--- config.mk ---
export PLATFORM = sky130hd
export DESIGN_NAME = nmea_rmc_sentence_parser_top
export DESIGN_NICKNAME = d
export VERILOG_FILES = /design/src/hdl/nrmc_pkg.sv /design/src/hdl/nrmc_front.sv /design/src/hdl/nrmc_queue.sv /design/src/hdl/nrmc_back.sv /design/src/hdl/nmea_rmc_sentence_parser_top.sv
export SDC_FILE = /design/constraint.sdc
export NUM_CORES = 2
export LEC_CHECK = 0
export ABC_AREA = 1
export ABC_CLOCK_PERIOD_IN_PS = 21600
export BUFFER_PORTS_ARGS = -buffer_cell sky130_fd_sc_hd__buf_4
export CELL_PAD_IN_SITES_DETAIL_PLACEMENT = 0
export CELL_PAD_IN_SITES_GLOBAL_PLACEMENT = 1
export CORE_UTILIZATION = 36
export DETAILED_ROUTE_END_ITERATION = 16
export GPL_TIMING_DRIVEN = 0
export HOLD_SLACK_MARGIN = 0.06
export PLACE_DENSITY = 0.68
export SYNTH_ARGS = -nofsm -noshare
export SYNTH_HDL_FRONTEND = slang
export SYNTH_SLANG_ARGS = --single-unit
--- constraint.sdc ---
create_clock -name clk -period 21.6 [get_ports clk]
set_input_delay 3.24 -clock clk [delete_from_list [all_inputs] [get_ports clk]]
set_output_delay 3.24 -clock clk [all_outputs]
set_load 0.05 [all_outputs]
--- src/hdl/nrmc_pkg.sv ---
// Shared types, constants and helper functions of the RMC sentence parser.
package nrmc_pkg;

  localparam int MINUTE_FRAC_DIGITS = 4;
  localparam int VALID_COMMAS       = 12;
  localparam int QUEUE_DEPTH        = 4;

  localparam int CFG_IDX_W  = 2;
  localparam int CFG_DATA_W = 8;

  typedef enum logic [CFG_IDX_W-1:0] {
    CFG_START_CHAR   = 2'd0,
    CFG_END_CHAR     = 2'd1,
    CFG_PORT_ENABLED = 2'd2
  } cfg_idx_t;

  localparam logic [7:0] START_CHAR_RST = 8'd36;
  localparam logic [7:0] END_CHAR_RST   = 8'd42;
  localparam logic [7:0] BYTE_COMMA     = 8'd44;
  localparam logic [7:0] BYTE_DOT       = 8'd46;

  // Field numbers (count of commas seen before the field)
  localparam logic [3:0] FLD_STATUS = 4'd2;
  localparam logic [3:0] FLD_LAT    = 4'd3;
  localparam logic [3:0] FLD_NS     = 4'd4;
  localparam logic [3:0] FLD_LON    = 4'd5;
  localparam logic [3:0] FLD_EW     = 4'd6;
  localparam logic [3:0] FLD_SPEED  = 4'd7;
  localparam logic [3:0] FLD_DATE   = 4'd9;

  localparam logic [7:0] TIME_POS_FIRST = 8'd7;
  localparam logic [7:0] TIME_POS_LAST  = 8'd12;

  localparam int TD_W  = 7;
  localparam int DEG_W = 10;
  localparam logic [11:0] YEAR_BASE = 12'd2000;

  // Minutes scaled to 1e-6 units stay below 1e8 for any fraction digit count up to six.
  localparam int X_W   = 27;
  localparam int Y_W   = 25;   // X / 4
  localparam int Q_W   = 22;   // Y / 15
  localparam int DM_W  = 30;   // degrees times 1e6
  localparam int RECIP_SHIFT = 29;
  localparam logic [25:0] RECIP_15 = 26'd35791394;  // floor(2^29 / 15)
  localparam logic [19:0] MICRO    = 20'd1000000;

  typedef struct packed {
    logic                   valid;
    logic [5:0][TD_W-1:0]   td;       // hh, mm, ss, dd, mo, yy
    logic [7:0]             status;
    logic [7:0]             ns;
    logic [7:0]             ew;
    logic [3:0]             speed;
    logic [DEG_W-1:0]       deg_lat;
    logic [DEG_W-1:0]       deg_lon;
  } rec_t;

  function automatic longint unsigned pow10(input int n);
    longint unsigned p;
    p = 1;
    for (int i = 0; i < n; i++) begin
      p = p * 10;
    end
    return p;
  endfunction

  function automatic int min_width(input int f);
    return $clog2(100 * pow10(f));
  endfunction

  function automatic logic [3:0] digit_of(input logic [7:0] b);
    logic [3:0] d;
    d = 4'd0;
    if (b inside {[8'd48:8'd57]}) begin
      d = 4'(b - 8'd48);
    end
    return d;
  endfunction

endpackage

--- src/hdl/nrmc_front.sv ---
// Byte parser: config registers, sentence framing and running field accumulators.
module nrmc_front #(
  parameter int MINUTE_FRAC_DIGITS = nrmc_pkg::MINUTE_FRAC_DIGITS,
  parameter int VALID_COMMAS       = nrmc_pkg::VALID_COMMAS,
  parameter int MIN_W              = nrmc_pkg::min_width(nrmc_pkg::MINUTE_FRAC_DIGITS)
) (
  input  logic                            clk,
  input  logic                            rst_n,
  input  logic                            cfg_we,
  input  logic [nrmc_pkg::CFG_IDX_W-1:0]  cfg_index,
  input  logic [nrmc_pkg::CFG_DATA_W-1:0] cfg_wdata,
  input  logic                            byte_vld_i,
  input  logic [7:0]                      byte_i,
  output logic                            rec_push_o,
  output nrmc_pkg::rec_t                  rec_o,
  output logic [MIN_W-1:0]                min_lat_o,
  output logic [MIN_W-1:0]                min_lon_o
);

  localparam int ACC_W = MIN_W + 4;
  localparam logic [ACC_W-1:0] UNIT = ACC_W'(nrmc_pkg::pow10(MINUTE_FRAC_DIGITS));
  localparam logic [ACC_W-1:0] MAXV = ACC_W'(100 * nrmc_pkg::pow10(MINUTE_FRAC_DIGITS) - 1);
  localparam logic [2:0] FRAC_N = 3'(MINUTE_FRAC_DIGITS);

  logic [7:0] start_r, end_r;
  logic       port_en_r;

  logic                            in_sent_r, in_sent_nxt;
  logic [7:0]                      pos_r, pos_nxt;
  logic [3:0]                      comma_r, comma_nxt;
  logic [3:0]                      cif_r, cif_nxt;
  logic [5:0][nrmc_pkg::TD_W-1:0]  td_r, td_nxt;
  logic [1:0][nrmc_pkg::DEG_W-1:0] deg_r, deg_nxt;
  logic [1:0][MIN_W-1:0]           min_r, min_nxt;
  logic [2:0]                      fdc_r, fdc_nxt;
  logic                            seen_r, seen_nxt;
  logic [3:0][7:0]                 cap_r, cap_nxt;

  // weight of each fraction digit
  logic [ACC_W-1:0] fw [0:7];
  for (genvar i = 0; i < 8; i++) begin : g_fw
    assign fw[i] = (i < MINUTE_FRAC_DIGITS) ?
                   ACC_W'(nrmc_pkg::pow10(MINUTE_FRAC_DIGITS - 1 - i)) : '0;
  end

  // config write port
  always_ff @(posedge clk) begin
    if (!rst_n) begin
      start_r   <= nrmc_pkg::START_CHAR_RST;
      end_r     <= nrmc_pkg::END_CHAR_RST;
      port_en_r <= 1'b1;
    end else if (cfg_we) begin
      case (nrmc_pkg::cfg_idx_t'(cfg_index))
        nrmc_pkg::CFG_START_CHAR:   start_r   <= cfg_wdata;
        nrmc_pkg::CFG_END_CHAR:     end_r     <= cfg_wdata;
        nrmc_pkg::CFG_PORT_ENABLED: port_en_r <= cfg_wdata[0];
        default: ;
      endcase
    end
  end

  logic [7:0]       pos_inc;
  logic [3:0]       d;
  logic [2:0]       tk;
  logic [2:0]       dk;
  logic             msel;
  logic [ACC_W-1:0] macc;
  logic [ACC_W-1:0] wide;

  always_comb begin
    in_sent_nxt = in_sent_r;
    pos_nxt     = pos_r;
    comma_nxt   = comma_r;
    cif_nxt     = cif_r;
    td_nxt      = td_r;
    deg_nxt     = deg_r;
    min_nxt     = min_r;
    fdc_nxt     = fdc_r;
    seen_nxt    = seen_r;
    cap_nxt     = cap_r;
    rec_push_o  = 1'b0;

    pos_inc = (pos_r == 8'd255) ? pos_r : pos_r + 8'd1;
    d       = nrmc_pkg::digit_of(byte_i);
    tk      = 3'((pos_inc - nrmc_pkg::TIME_POS_FIRST) >> 1);
    dk      = 3'd3 + {1'b0, cif_r[2:1]};
    msel    = (comma_r == nrmc_pkg::FLD_LON);
    macc    = ACC_W'(min_r[msel]);
    wide    = macc;

    if (byte_vld_i && port_en_r) begin
      if (in_sent_r && byte_i == end_r) begin
        rec_push_o  = 1'b1;
        in_sent_nxt = 1'b0;
      end else if (byte_i == start_r) begin
        in_sent_nxt = 1'b1;
        pos_nxt     = '0;
        comma_nxt   = '0;
        cif_nxt     = '0;
        td_nxt      = '0;
        deg_nxt     = '0;
        min_nxt     = '0;
        fdc_nxt     = '0;
        seen_nxt    = 1'b0;
        cap_nxt     = '0;
      end else if (in_sent_r) begin
        pos_nxt = pos_inc;
        if (pos_inc inside {[nrmc_pkg::TIME_POS_FIRST:nrmc_pkg::TIME_POS_LAST]}) begin
          td_nxt[tk] = 7'(td_r[tk] * 7'd10) + {3'b0, d};
        end
        if (byte_i == nrmc_pkg::BYTE_COMMA) begin
          if (comma_r != 4'd15) comma_nxt = comma_r + 4'd1;
          cif_nxt  = '0;
          fdc_nxt  = '0;
          seen_nxt = 1'b0;
        end else begin
          case (comma_r)
            nrmc_pkg::FLD_STATUS: if (cif_r == 4'd0) cap_nxt[0] = byte_i;
            nrmc_pkg::FLD_NS:     if (cif_r == 4'd0) cap_nxt[1] = byte_i;
            nrmc_pkg::FLD_EW:     if (cif_r == 4'd0) cap_nxt[2] = byte_i;
            nrmc_pkg::FLD_SPEED:  if (cif_r == 4'd0) cap_nxt[3] = {4'b0, d};
            nrmc_pkg::FLD_DATE: begin
              if (cif_r < 4'd6) begin
                td_nxt[dk] = 7'(td_r[dk] * 7'd10) + {3'b0, d};
              end
            end
            nrmc_pkg::FLD_LAT, nrmc_pkg::FLD_LON: begin
              if ((!msel && cif_r < 4'd2) || (msel && cif_r < 4'd3)) begin
                deg_nxt[msel] = 10'(deg_r[msel] * 10'd10) + {6'b0, d};
              end else if (byte_i == nrmc_pkg::BYTE_DOT && !seen_r) begin
                seen_nxt = 1'b1;
              end else begin
                if (!seen_r) begin
                  wide = ACC_W'(macc * ACC_W'(10)) + ACC_W'(ACC_W'(d) * UNIT);
                end else if (fdc_r < FRAC_N) begin
                  wide    = macc + ACC_W'(ACC_W'(d) * fw[fdc_r]);
                  fdc_nxt = fdc_r + 3'd1;
                end
                min_nxt[msel] = (wide > MAXV) ? MIN_W'(MAXV) : wide[MIN_W-1:0];
              end
            end
            default: ;
          endcase
          if (cif_r != 4'd15) cif_nxt = cif_r + 4'd1;
        end
      end
    end
  end

  always_ff @(posedge clk) begin
    if (!rst_n) begin
      in_sent_r <= 1'b0;
      pos_r     <= '0;
      comma_r   <= '0;
      cif_r     <= '0;
      td_r      <= '0;
      deg_r     <= '0;
      min_r     <= '0;
      fdc_r     <= '0;
      seen_r    <= 1'b0;
      cap_r     <= '0;
    end else begin
      in_sent_r <= in_sent_nxt;
      pos_r     <= pos_nxt;
      comma_r   <= comma_nxt;
      cif_r     <= cif_nxt;
      td_r      <= td_nxt;
      deg_r     <= deg_nxt;
      min_r     <= min_nxt;
      fdc_r     <= fdc_nxt;
      seen_r    <= seen_nxt;
      cap_r     <= cap_nxt;
    end
  end

  always_comb begin
    rec_o.valid   = (comma_r >= 4'(VALID_COMMAS));
    rec_o.td      = td_r;
    rec_o.status  = cap_r[0];
    rec_o.ns      = cap_r[1];
    rec_o.ew      = cap_r[2];
    rec_o.speed   = cap_r[3][3:0];
    rec_o.deg_lat = deg_r[0];
    rec_o.deg_lon = deg_r[1];
  end
  assign min_lat_o = min_r[0];
  assign min_lon_o = min_r[1];

  a_emit_closes: assert property (@(posedge clk) disable iff (!rst_n)
    rec_push_o |=> !in_sent_r) else $error("sentence still open after record");
  a_min_bound: assert property (@(posedge clk) disable iff (!rst_n)
    (ACC_W'(min_r[0]) <= MAXV) && (ACC_W'(min_r[1]) <= MAXV))
    else $error("minute accumulator above saturation");

endmodule

--- src/hdl/nrmc_queue.sv ---
// Small synchronous FIFO between parser and conversion pipeline.
module nrmc_queue #(
  parameter int WIDTH = 8,
  parameter int DEPTH = nrmc_pkg::QUEUE_DEPTH
) (
  input  logic             clk,
  input  logic             rst_n,
  input  logic             push_i,
  input  logic [WIDTH-1:0] data_i,
  output logic             full_o,
  input  logic             pop_i,
  output logic [WIDTH-1:0] data_o,
  output logic             empty_o
);

  localparam int AW = (DEPTH > 1) ? $clog2(DEPTH) : 1;
  localparam int CW = $clog2(DEPTH + 1);
  localparam logic [AW-1:0] LAST = AW'(DEPTH - 1);

  logic [WIDTH-1:0] mem [0:DEPTH-1];
  logic [AW-1:0]    wr_r, rd_r;
  logic [CW-1:0]    cnt_r;
  logic             do_push, do_pop;

  assign full_o  = (cnt_r == CW'(DEPTH));
  assign empty_o = (cnt_r == '0);
  assign do_push = push_i && !full_o;
  assign do_pop  = pop_i && !empty_o;
  assign data_o  = mem[rd_r];

  always_ff @(posedge clk) begin
    if (do_push) mem[wr_r] <= data_i;
  end

  always_ff @(posedge clk) begin
    if (!rst_n) begin
      wr_r  <= '0;
      rd_r  <= '0;
      cnt_r <= '0;
    end else begin
      if (do_push) wr_r <= (wr_r == LAST) ? '0 : wr_r + AW'(1);
      if (do_pop)  rd_r <= (rd_r == LAST) ? '0 : rd_r + AW'(1);
      cnt_r <= cnt_r + CW'(do_push) - CW'(do_pop);
    end
  end

  a_cnt_bound: assert property (@(posedge clk) disable iff (!rst_n)
    cnt_r <= CW'(DEPTH)) else $error("queue count overflow");
  a_pop_drains: assert property (@(posedge clk) disable iff (!rst_n)
    (do_pop && !do_push) |=> (cnt_r == $past(cnt_r) - CW'(1)))
    else $error("queue count did not drop on pop");

endmodule

--- src/hdl/nrmc_back.sv ---
// Conversion pipeline: minutes to micro-degrees, output register and zeroing.
module nrmc_back #(
  parameter int MINUTE_FRAC_DIGITS = nrmc_pkg::MINUTE_FRAC_DIGITS,
  parameter int MIN_W              = nrmc_pkg::min_width(nrmc_pkg::MINUTE_FRAC_DIGITS)
) (
  input  logic                 clk,
  input  logic                 rst_n,
  input  logic                 vld_i,
  input  nrmc_pkg::rec_t       rec_i,
  input  logic [MIN_W-1:0]     min_lat_i,
  input  logic [MIN_W-1:0]     min_lon_i,
  output logic                 rdy_o,
  output logic                 out_empty,
  input  logic                 out_pop,
  output logic                 out_valid_res,
  output logic [6:0]           out_utc_hour,
  output logic [6:0]           out_utc_minute,
  output logic [6:0]           out_utc_second,
  output logic [6:0]           out_day_of_month,
  output logic [6:0]           out_month_number,
  output logic [11:0]          out_full_year,
  output logic [7:0]           out_fix_status,
  output logic [26:0]          out_latitude_micro_deg,
  output logic [29:0]          out_longitude_micro_deg,
  output logic [15:0]          out_hemispheres,
  output logic [3:0]           out_speed_digit
);

  localparam int X_W  = nrmc_pkg::X_W;
  localparam int Y_W  = nrmc_pkg::Y_W;
  localparam int Q_W  = nrmc_pkg::Q_W;
  localparam int DM_W = nrmc_pkg::DM_W;
  localparam int P_W  = Y_W + 26;
  localparam logic [X_W-1:0] SCALE = X_W'(nrmc_pkg::pow10(6 - MINUTE_FRAC_DIGITS));

  logic v1_r, v2_r, v3_r;
  logic rdy1, rdy2, rdy3;

  assign rdy3  = !v3_r || out_pop;
  assign rdy2  = !v2_r || rdy3;
  assign rdy1  = !v1_r || rdy2;
  assign rdy_o = rdy1;
  assign out_empty = !v3_r;

  // stage 1: scale minutes to 1e-6 minute units, degrees to micro-degrees
  nrmc_pkg::rec_t           rec1_r, rec2_r;
  logic [1:0][X_W-1:0]      x1_r;
  logic [1:0][DM_W-1:0]     dm1_r, dm2_r;

  always_ff @(posedge clk) begin
    if (rdy1) begin
      rec1_r   <= rec_i;
      x1_r[0]  <= X_W'(X_W'(min_lat_i) * SCALE);
      x1_r[1]  <= X_W'(X_W'(min_lon_i) * SCALE);
      dm1_r[0] <= DM_W'(DM_W'(rec_i.deg_lat) * DM_W'(nrmc_pkg::MICRO));
      dm1_r[1] <= DM_W'(DM_W'(rec_i.deg_lon) * DM_W'(nrmc_pkg::MICRO));
    end
  end

  // stage 2: y = x/4, estimate y/15 by reciprocal multiply (low by at most one)
  logic [1:0][Y_W-1:0] y2_r;
  logic [1:0][Q_W-1:0] q2_r;
  logic [1:0][Y_W-1:0] y1;
  logic [1:0][P_W-1:0] p1;

  always_comb begin
    for (int i = 0; i < 2; i++) begin
      y1[i] = x1_r[i][X_W-1:2];
      p1[i] = P_W'(y1[i]) * P_W'(nrmc_pkg::RECIP_15);
    end
  end

  always_ff @(posedge clk) begin
    if (rdy2) begin
      rec2_r <= rec1_r;
      dm2_r  <= dm1_r;
      for (int i = 0; i < 2; i++) begin
        y2_r[i] <= y1[i];
        q2_r[i] <= p1[i][nrmc_pkg::RECIP_SHIFT +: Q_W];
      end
    end
  end

  // stage 3: correct quotient, add degrees, zero weak-signal records
  logic [1:0][Y_W-1:0]    rem2;
  logic [1:0][Q_W-1:0]    q2;
  logic [1:0][DM_W:0]     sum2;

  always_comb begin
    for (int i = 0; i < 2; i++) begin
      rem2[i] = y2_r[i] - Y_W'({q2_r[i], 4'b0} - {4'b0, q2_r[i]});
      q2[i]   = q2_r[i] + Q_W'(rem2[i] >= Y_W'(15));
      sum2[i] = (DM_W + 1)'(dm2_r[i]) + (DM_W + 1)'(q2[i]);
    end
  end

  always_ff @(posedge clk) begin
    if (rdy3) begin
      out_valid_res           <= rec2_r.valid;
      out_utc_hour            <= rec2_r.valid ? rec2_r.td[0] : '0;
      out_utc_minute          <= rec2_r.valid ? rec2_r.td[1] : '0;
      out_utc_second          <= rec2_r.valid ? rec2_r.td[2] : '0;
      out_day_of_month        <= rec2_r.valid ? rec2_r.td[3] : '0;
      out_month_number        <= rec2_r.valid ? rec2_r.td[4] : '0;
      out_full_year           <= rec2_r.valid ?
                                 12'(rec2_r.td[5]) + nrmc_pkg::YEAR_BASE : '0;
      out_fix_status          <= rec2_r.valid ? rec2_r.status : '0;
      out_latitude_micro_deg  <= rec2_r.valid ? sum2[0][26:0] : '0;
      out_longitude_micro_deg <= rec2_r.valid ? sum2[1][29:0] : '0;
      out_hemispheres         <= rec2_r.valid ? {rec2_r.ns, rec2_r.ew} : '0;
      out_speed_digit         <= rec2_r.valid ? rec2_r.speed : '0;
    end
  end

  always_ff @(posedge clk) begin
    if (!rst_n) begin
      v1_r <= 1'b0;
      v2_r <= 1'b0;
      v3_r <= 1'b0;
    end else begin
      if (rdy1) v1_r <= vld_i;
      if (rdy2) v2_r <= v1_r;
      if (rdy3) v3_r <= v2_r;
    end
  end

  a_weak_zero: assert property (@(posedge clk) disable iff (!rst_n)
    (v3_r && !out_valid_res) |-> (out_latitude_micro_deg == '0 &&
                                  out_fix_status == '0 && out_full_year == '0))
    else $error("weak-signal record carries data");
  a_rem_range: assert property (@(posedge clk) disable iff (!rst_n)
    v2_r |-> (rem2[0] < Y_W'(30) && rem2[1] < Y_W'(30)))
    else $error("reciprocal estimate off by more than one");

endmodule

--- src/hdl/nmea_rmc_sentence_parser_top.sv ---
// Top level of the RMC sentence parser: parser, record queue and conversion pipeline.
// Throughput: one input byte per cycle while in_full is low; one result transaction per cycle
//   when popped steadily. A record is written to the queue at the edge that accepts its end
//   byte and passes through the three pipeline stages to the result ports (out_empty low).
// in_full rises only when the record queue is full and the pipeline is stalled by out_pop.
// Reset (rst_n low, synchronous): parser, queue and pipeline cleared; '$', '*', port on.
module nmea_rmc_sentence_parser_top #(
  parameter int MINUTE_FRAC_DIGITS = nrmc_pkg::MINUTE_FRAC_DIGITS,
  parameter int VALID_COMMAS       = nrmc_pkg::VALID_COMMAS,
  parameter int QUEUE_DEPTH        = nrmc_pkg::QUEUE_DEPTH
) (
  input  logic                            clk,
  input  logic                            rst_n,
  // configuration write port
  input  logic                            cfg_we,
  input  logic [nrmc_pkg::CFG_IDX_W-1:0]  cfg_index,
  input  logic [nrmc_pkg::CFG_DATA_W-1:0] cfg_wdata,
  // byte input, queue style
  input  logic                            in_push,
  output logic                            in_full,
  input  logic [7:0]                      in_rx_byte,
  // records out, queue style
  output logic                            out_empty,
  input  logic                            out_pop,
  output logic                            out_valid_res,
  output logic [6:0]                      out_utc_hour,
  output logic [6:0]                      out_utc_minute,
  output logic [6:0]                      out_utc_second,
  output logic [6:0]                      out_day_of_month,
  output logic [6:0]                      out_month_number,
  output logic [11:0]                     out_full_year,
  output logic [7:0]                      out_fix_status,
  output logic [26:0]                     out_latitude_micro_deg,
  output logic [29:0]                     out_longitude_micro_deg,
  output logic [15:0]                     out_hemispheres,
  output logic [3:0]                      out_speed_digit
);

  // minute accumulator width follows the fraction digit count
  localparam int MIN_W = nrmc_pkg::min_width(MINUTE_FRAC_DIGITS);
  localparam int REC_W = $bits(nrmc_pkg::rec_t) + 2 * MIN_W;

  logic               byte_vld;
  logic               rec_push;
  nrmc_pkg::rec_t     rec_f, rec_b;
  logic [MIN_W-1:0]   min_lat_f, min_lon_f, min_lat_b, min_lon_b;
  logic [REC_W-1:0]   q_wdata, q_rdata;
  logic               q_empty, back_rdy;

  // a byte transaction is taken whenever the queue has room, so an end byte
  // always finds a slot for its record
  assign byte_vld = in_push && !in_full;

  nrmc_front #(
    .MINUTE_FRAC_DIGITS (MINUTE_FRAC_DIGITS),
    .VALID_COMMAS       (VALID_COMMAS),
    .MIN_W              (MIN_W)
  ) u_front (
    .clk        (clk),
    .rst_n      (rst_n),
    .cfg_we     (cfg_we),
    .cfg_index  (cfg_index),
    .cfg_wdata  (cfg_wdata),
    .byte_vld_i (byte_vld),
    .byte_i     (in_rx_byte),
    .rec_push_o (rec_push),
    .rec_o      (rec_f),
    .min_lat_o  (min_lat_f),
    .min_lon_o  (min_lon_f)
  );

  assign q_wdata = {rec_f, min_lat_f, min_lon_f};

  nrmc_queue #(
    .WIDTH (REC_W),
    .DEPTH (QUEUE_DEPTH)
  ) u_queue (
    .clk     (clk),
    .rst_n   (rst_n),
    .push_i  (rec_push),
    .data_i  (q_wdata),
    .full_o  (in_full),
    .pop_i   (back_rdy),
    .data_o  (q_rdata),
    .empty_o (q_empty)
  );

  assign {rec_b, min_lat_b, min_lon_b} = q_rdata;

  // three-stage elastic pipeline; its last stage is the output register
  nrmc_back #(
    .MINUTE_FRAC_DIGITS (MINUTE_FRAC_DIGITS),
    .MIN_W              (MIN_W)
  ) u_back (
    .clk                     (clk),
    .rst_n                   (rst_n),
    .vld_i                   (!q_empty),
    .rec_i                   (rec_b),
    .min_lat_i               (min_lat_b),
    .min_lon_i               (min_lon_b),
    .rdy_o                   (back_rdy),
    .out_empty               (out_empty),
    .out_pop                 (out_pop),
    .out_valid_res           (out_valid_res),
    .out_utc_hour            (out_utc_hour),
    .out_utc_minute          (out_utc_minute),
    .out_utc_second          (out_utc_second),
    .out_day_of_month        (out_day_of_month),
    .out_month_number        (out_month_number),
    .out_full_year           (out_full_year),
    .out_fix_status          (out_fix_status),
    .out_latitude_micro_deg  (out_latitude_micro_deg),
    .out_longitude_micro_deg (out_longitude_micro_deg),
    .out_hemispheres         (out_hemispheres),
    .out_speed_digit         (out_speed_digit)
  );

endmodule

======== Word-level counts from Yosys, hierarchy flattened ========
Memory sizes are Yosys's and may differ from the RTL's. A register that Yosys moved wholly into a read port is not among the register bits.
Cells that the tools add are included.
word-level totals
  flip-flop bits (word level) ............. 687
  RAM bits ................................ 524
  bits in read-only memories .............. 192
  bits of input ports ..................... 23
  output and inout bits ................... 135
  word-level logic and storage cells ...... 315
  memories ................................ 2
memory list
  name              words  width  rd ports  clocked after Yosys merged registers in  write ports  line               text
  u_queue.mem       4      131    1         1                                        1            nrmc_queue.sv:20   logic [WIDTH-1:0] mem [0:DEPTH-1];
  (name not given)  8      24     1         0                                        0            nrmc_front.sv:136  wide = macc + ACC_W'(ACC_W'(d) * fw[fdc_r]);
cells by class
  $add $sub $neg .......................... 25
  $mul .................................... 12
  magnitude comparators ................... 19
  equality and inequality tests ........... 24
  multiplexer cells ....................... 99
  bitwise logic cells ..................... 2
  reductions and logical operators ........ 59
operators with widths
  kind                    number
  $mux 42                 10
  $mux 24                 12
  $mux 40                 6
  $mux 20                 9
  $mul 25x25->50 const B  2
  $bwmux 42               2
  $mux 28                 3
  $mux 8                  7
  $ge 25x4->1 const B     2
  $mul 20x5->25 const B   2
  $sub 25x22->25          2
  $sub 25x25->25          2
  $add 22x1->22           2
  $mux 4                  11
  $bmux 7 s3              2
  $demux 7 s3             2
  $bwmux 40               1
  $reduce_and 6->1        6
  $add 30x22->30          1
  $mux 10                 3
  $mux 7                  4
  $add 27x22->27          1
  $add 20x24->24          1
  $add 24x18->24          1
  67 further kinds        146

======== Logic depth before layout (Yosys ltp) ========
  depth after elaboration ................. 25
  gate-level depth with buffers ........... 49
  mapped depth without buffers ............ 49

======== By module ========
From an unflattened synthesis, not the netlist that was laid out.
second synthesis, totals
  cell total of the unflattened synthesis .. 8378
  area, all modules ....................... 79552.5 um^2
modules (own cells, without submodules)
  module                        instances  cells an instance  area each (um^2)  seq. area each (um^2)
  nrmc_back                     1          4694               44392.6           15284.7
  nrmc_queue                    1          1331               19881.6           15915.3
  nrmc_front                    1          2350               15264.6           3363.2
  nmea_rmc_sentence_parser_top  1          3                  13.8              0.0

======== Worst setup path before layout ========
OpenSTA, ideal clock, no wires.
  path type ............................... input port to flip-flop
  start point ............................. input port out_pop
  end point ............................... register u_queue.cnt_r[2]
  library setup time ...................... 0.119 ns
  arrival time ............................ 10.330 ns
  required time ........................... 21.481 ns
  setup slack ............................. 11.150 ns
  stages .................................. 12
  path buffers ............................ 0
  cells stage by stage .................... or2_2 nor2_1 nand2_1 nand2_1 inv_1 ha_1 inv_1 ha_1 inv_1 fa_1 o21ai_0 a21oi_1
between the ends
  longest elaborated chain between the ends .. 5
RTL lines
  item                      line                                text
  start, declared           nmea_rmc_sentence_parser_top.sv:24  input logic out_pop,
  $logic_or 1x1->1          nrmc_back.sv:39                     assign rdy3 = !v3_r || out_pop;
  $logic_or 1x1->1          nrmc_back.sv:40                     assign rdy2 = !v2_r || rdy3;
  $logic_or 1x1->1          nrmc_back.sv:41                     assign rdy1 = !v1_r || rdy2;
  named net back_rdy        nmea_rmc_sentence_parser_top.sv:48  logic q_empty, back_rdy;
  $logic_and 1x1->1         nrmc_queue.sv:28                    assign do_pop = pop_i && !empty_o;
  named net u_queue.do_pop  nrmc_queue.sv:23                    logic do_push, do_pop;
  $sub 3x1->3               nrmc_queue.sv:43                    cnt_r <= cnt_r + CW'(do_push) - CW'(do_pop);
  end signal, assigned      nrmc_queue.sv:43
  end, declared             nrmc_queue.sv:22                    logic [CW-1:0] cnt_r;
The timed path passes the listed nets, and every way through them passes these cells.
A chain may end at the register's enable or synchronous reset.

======== Worst setup path after layout ========
  start point ............................. input port in_rx_byte[7]
  end point ............................... register u_front.min_r (netlist bit u_front.min_lon_o[2])
between the ends
  longest elaborated chain between the ends .. 24
  elaborated cells on any way between the ends .. 40
  those cells by class .................... add/sub: 2; mul: 2; order compare: 3; eq/ne: 7; mux: 19; bitwise: 1; reduce/logical: 6
RTL lines
  item                                      line                                text
  start, declared                           nmea_rmc_sentence_parser_top.sv:21  input logic [7:0] in_rx_byte,
  $ge 8x6->1 or $le 8x6->1 (tied branches)  nrmc_pkg.sv:74                      if (b inside {[8'd48:8'd57]}) begin
  $logic_and 1x1->1                         nrmc_pkg.sv:74
  $mux 4                                    nrmc_pkg.sv:74
  $mul 4x24->24                             nrmc_front.sv:136
  $add 20x24->24                            nrmc_front.sv:136
  $mux 24                                   nrmc_front.sv:135                   end else if (fdc_r < FRAC_N) begin
  $mux 24                                   nrmc_front.sv:133                   if (!seen_r) begin
  $mux 24                                   nrmc_front.sv:130                   end else if (byte_i == nrmc_pkg::BYTE_DOT && !seen_r) begin
  [... 8 more ...]                          n/a
  $mux 20                                   nrmc_front.sv:139                   min_nxt[msel] = (wide > MAXV) ? MIN_W'(MAXV) : wide[MIN_W-1:0];
  $bwmux 40                                 nrmc_front.sv:139
  $mux 40                                   nrmc_front.sv:130
  $mux 40                                   nrmc_front.sv:128                   if ((!msel && cif_r < 4'd2) || (msel && cif_r < 4'd3)) begin
  $mux 40                                   nrmc_front.sv:117                   case (comma_r)
  $mux 40                                   nrmc_front.sv:111                   if (byte_i == nrmc_pkg::BYTE_COMMA) begin
  $mux 40                                   nrmc_front.sv:106                   end else if (in_sent_r) begin
  $mux 40                                   nrmc_front.sv:95                    end else if (byte_i == start_r) begin
  end signal, assigned                      nrmc_front.sv:169                   min_r <= min_nxt;
  end, declared                             nrmc_front.sv:34                    logic [1:0][MIN_W-1:0] min_r, min_nxt;
Parallel ways exist; a longest one is shown, timed or not. The select of a mux whose other input is x is not followed.

==> qor.yml <==
status: "finished clean"
portBuffers: 157
layout-drive-gt1-share: 0.0674
nNetsFinal: 9235
core_area_um2: 210000
synth_warnings: 0
yosysMostFrequentCell: "inv_1"
finalCritPeriodShare: 0.434
synth_ff_type: "edfxtp_1"
synth_area_um2: 76400
gp_congestion: 0.916
max_freq_mhz: 107
cp.arrival_ns: 10.04
fillers: 20400
die-area_um2: 214000
synth_area_leaders: "edfxtp_1 41%, ha_1 14%, fa_1 8.1%, inv_1 6.6%, nand2_1 5.8%"
synth_area_leader_cell: "edfxtp_1"
synth_edf_count: 1031
setup_tns_ns: 0
crit_top_cell: "nand2_1"
first_pass_iters: 6
max-slew-margin-rel: 0.185
start_kind: "input pin"
path_clk_slew_ns: 0.06
cts_made_buffers: 136
report.final.hold_viol_count: 0
finalClockSkew_ns: 0.0753
synth.yosys.seq_area_share: 0.452
avgSynthCellArea_um2: 9.90
grt_pass1_wl_mm: 315
route.vias.total: 54600
routedWlPerCell_um: 18.7
cp.required_ns: 22.27
drv_cap: 0
ys_types: 64
syn_to_final_growth_pct: 13.6
fin_crit_ns: 9.37
synthDominantCellAreaShare: 0.405
initial_core_util: 0.364
grt_antenna_before_repair: 9
cp-end-kind: "register"
multiInputGateArea_um2: 36000
hpwl_mm: 159
clock-sinks: 1211
finalSetupViolations: 0
async_reset_ff_frac: 0
drtIter0Drc: 4062
io_pins: 158
die_h_um: 463
clock-root-buffer: "clkbuf_16"
tightest_slew_ns: 1.22
syn-instance-count: 7721
synth-seq-cells: 1211
fp.dieW_um: 463
critPathSlowestCell: "nor2_4"
cts_resized: 0
grt.total_usage: 0.189
drc: 0
regArea_um2: 34600
viasPerCell: 4.98
hp-class: "reg2reg"
slew_violations: 0
cts_setup_buffers: 0
drt.antenna.violating_nets: 0
cts_hold_buf: 0
synth_nets: 8908
slowest_delay_ns: 0.76
crit_fanout: 15
rsz0062_at_grt: "false"
fp-row-count: 168
grt_max_degree: 134
cts.path.max_buffers: 3
path_class: "in2reg"
synthTopCellsByCount: "1349 x inv_1, 1184 x nand2_1, 1031 x edfxtp_1"
gr-total-overflow: 0
first_global_vias: 53700
cts_tree: "yes"
clkLatencyLatePin_ns: 0.80
htree_levels: 4
drt-total-wl_mm: 205
[layer usage]
layer | vias to the layer above | global-route usage | part of all wire
li1 | 26700 | - | -
met1 | 26400 | 0.262 | 0.47
met2 | 1311 | 0.311 | 0.47
met3 | 226 | 0.0270 | 0.051
met4 | 8 | 0.0421 | 0.018
met5 | - | 0 | 0.00028
[cell usage in the layout, fill, tap and decap left out, types with 12 or more instances in the layout]
cell type,n
nand2_1,1183
nand4_1,61
inv_2,12
clkinv_1,19
a211oi_1,21
xnor2_1,72
clkbuf_16,141
a21o_1,22
a21oi_1,591
clkbuf_1,143
o21bai_1,20
clkinv_16,13
xor2_1,161
nand3_1,211
nand2_2,13
clkinv_2,17
or2_2,21
o21ai_0,445
o21a_1,25
nor3_1,51
fa_1,310
nor4_1,18
bufinv_16,21
edfxtp_1,1031
a32oi_1,43
buf_2,22
o22ai_1,92
o211ai_1,54
ha_1,854
inv_1,1348
nor2_1,537
nor2_2,12
clkbuf_8,12
a31oi_1,30
dfxtp_1,180
buf_12,20
buf_4,161
[stage by stage]
| step | utilization | setup slack, ns | cells | cell area (µm²) | hold WS, ns |
|---|---|---|---|---|---|
| 6_report | 0.413 | 12.23 | 11000 | 86800 | 0.387 |
| 5_1_grt | 0.413 | 11.77 | 11000 | 86800 | 0.391 |
| 4_1_cts | 0.413 | 12.28 | 11000 | 86800 | 0.386 |
| 3_5_place_dp | 0.389 | 11.41 | 10700 | 81800 | 0.405 |
| 3_3_place_gp | 0.386 | 5.58 | 10700 | 81100 | 0.401 |
| 2_1_floorplan | - | 11.15 | 7721 | 76400 | 0.400 |
[flip-flops by register name (all words and copies together), names as in the netlist, 10 cells and up, named ones only]
register                        count
u_queue.mem                       524
u_front.rec_o                      90
u_back.rec1_r                      71
u_back.rec2_r                      71
u_back.x1_r                        50
u_back.y2_r                        50
u_back.dm1_r                       45
u_back.dm2_r                       45
u_back.q2_r                        44
u_back.out_longitude_micro_deg     30
u_back.out_latitude_micro_deg      27
u_front.min_lat_o                  20
u_front.min_lon_o                  20
u_back.out_hemispheres             16
u_back.out_full_year               10
[worst paths after layout]
check,slack (ns),cells past startpoint,end,start
worst max-delay path,12.23,35,u_front.min_lon_o[2]$_SDFFE_PN0P_,in_rx_byte[7]
worst min-delay path,0.39,0,u_back.dm2_r[49]$_DFFE_PP_,u_back.dm1_r[49]$_DFFE_PP_
worst min register to register,0.39,0,u_back.dm2_r[49]$_DFFE_PP_,u_back.dm1_r[49]$_DFFE_PP_
worst max register to register,13.64,25,u_back.dm1_r[58]$_DFFE_PP_,register
[area by class of cell]
type / instances / area share
Antenna cell: 3 / 0.0000865
Buffer: 175 / 0.00978
Clock buffer: 163 / 0.0419
Clock inverter: 87 / 0.0155
Inverter: 1363 / 0.0590
Multi-Input combinational cell: 4972 / 0.414
Sequential cell: 1211 / 0.398
Tap cell: 2805 / 0.0404
Timing Repair Buffer: 189 / 0.0208
[logic make-up (layout without fill, tap and decap cells)]
logic type                 Yosys count  count (layout)  share of synthesized area
xor gates and xnor gates           233             233                     0.0267
adders and majority gates         1164            1164                      0.221
other                                0               3                          0
muxes                                1               1                   0.000131
AOI/OAI and AO/OA                 1411            1411                      0.104
and+or+nand+nor                   2163            2163                      0.118
DFF                               1211            1211                      0.452
buffers and inverters             1538            1977                     0.0780
[critical path, delay by kind of cell]
kind	cells	cell delay [ns]
AO/OA/AOI/OAI	3	0.65
buffers and inverters	9	1.13
adder cells (fa/ha/maj)	4	1.92
AND/OR/NAND/NOR	19	3.04
Power is left out: the tool's default activity adds up to more than one toggle a clock period on the data nets, which glitch-free logic cannot reach.
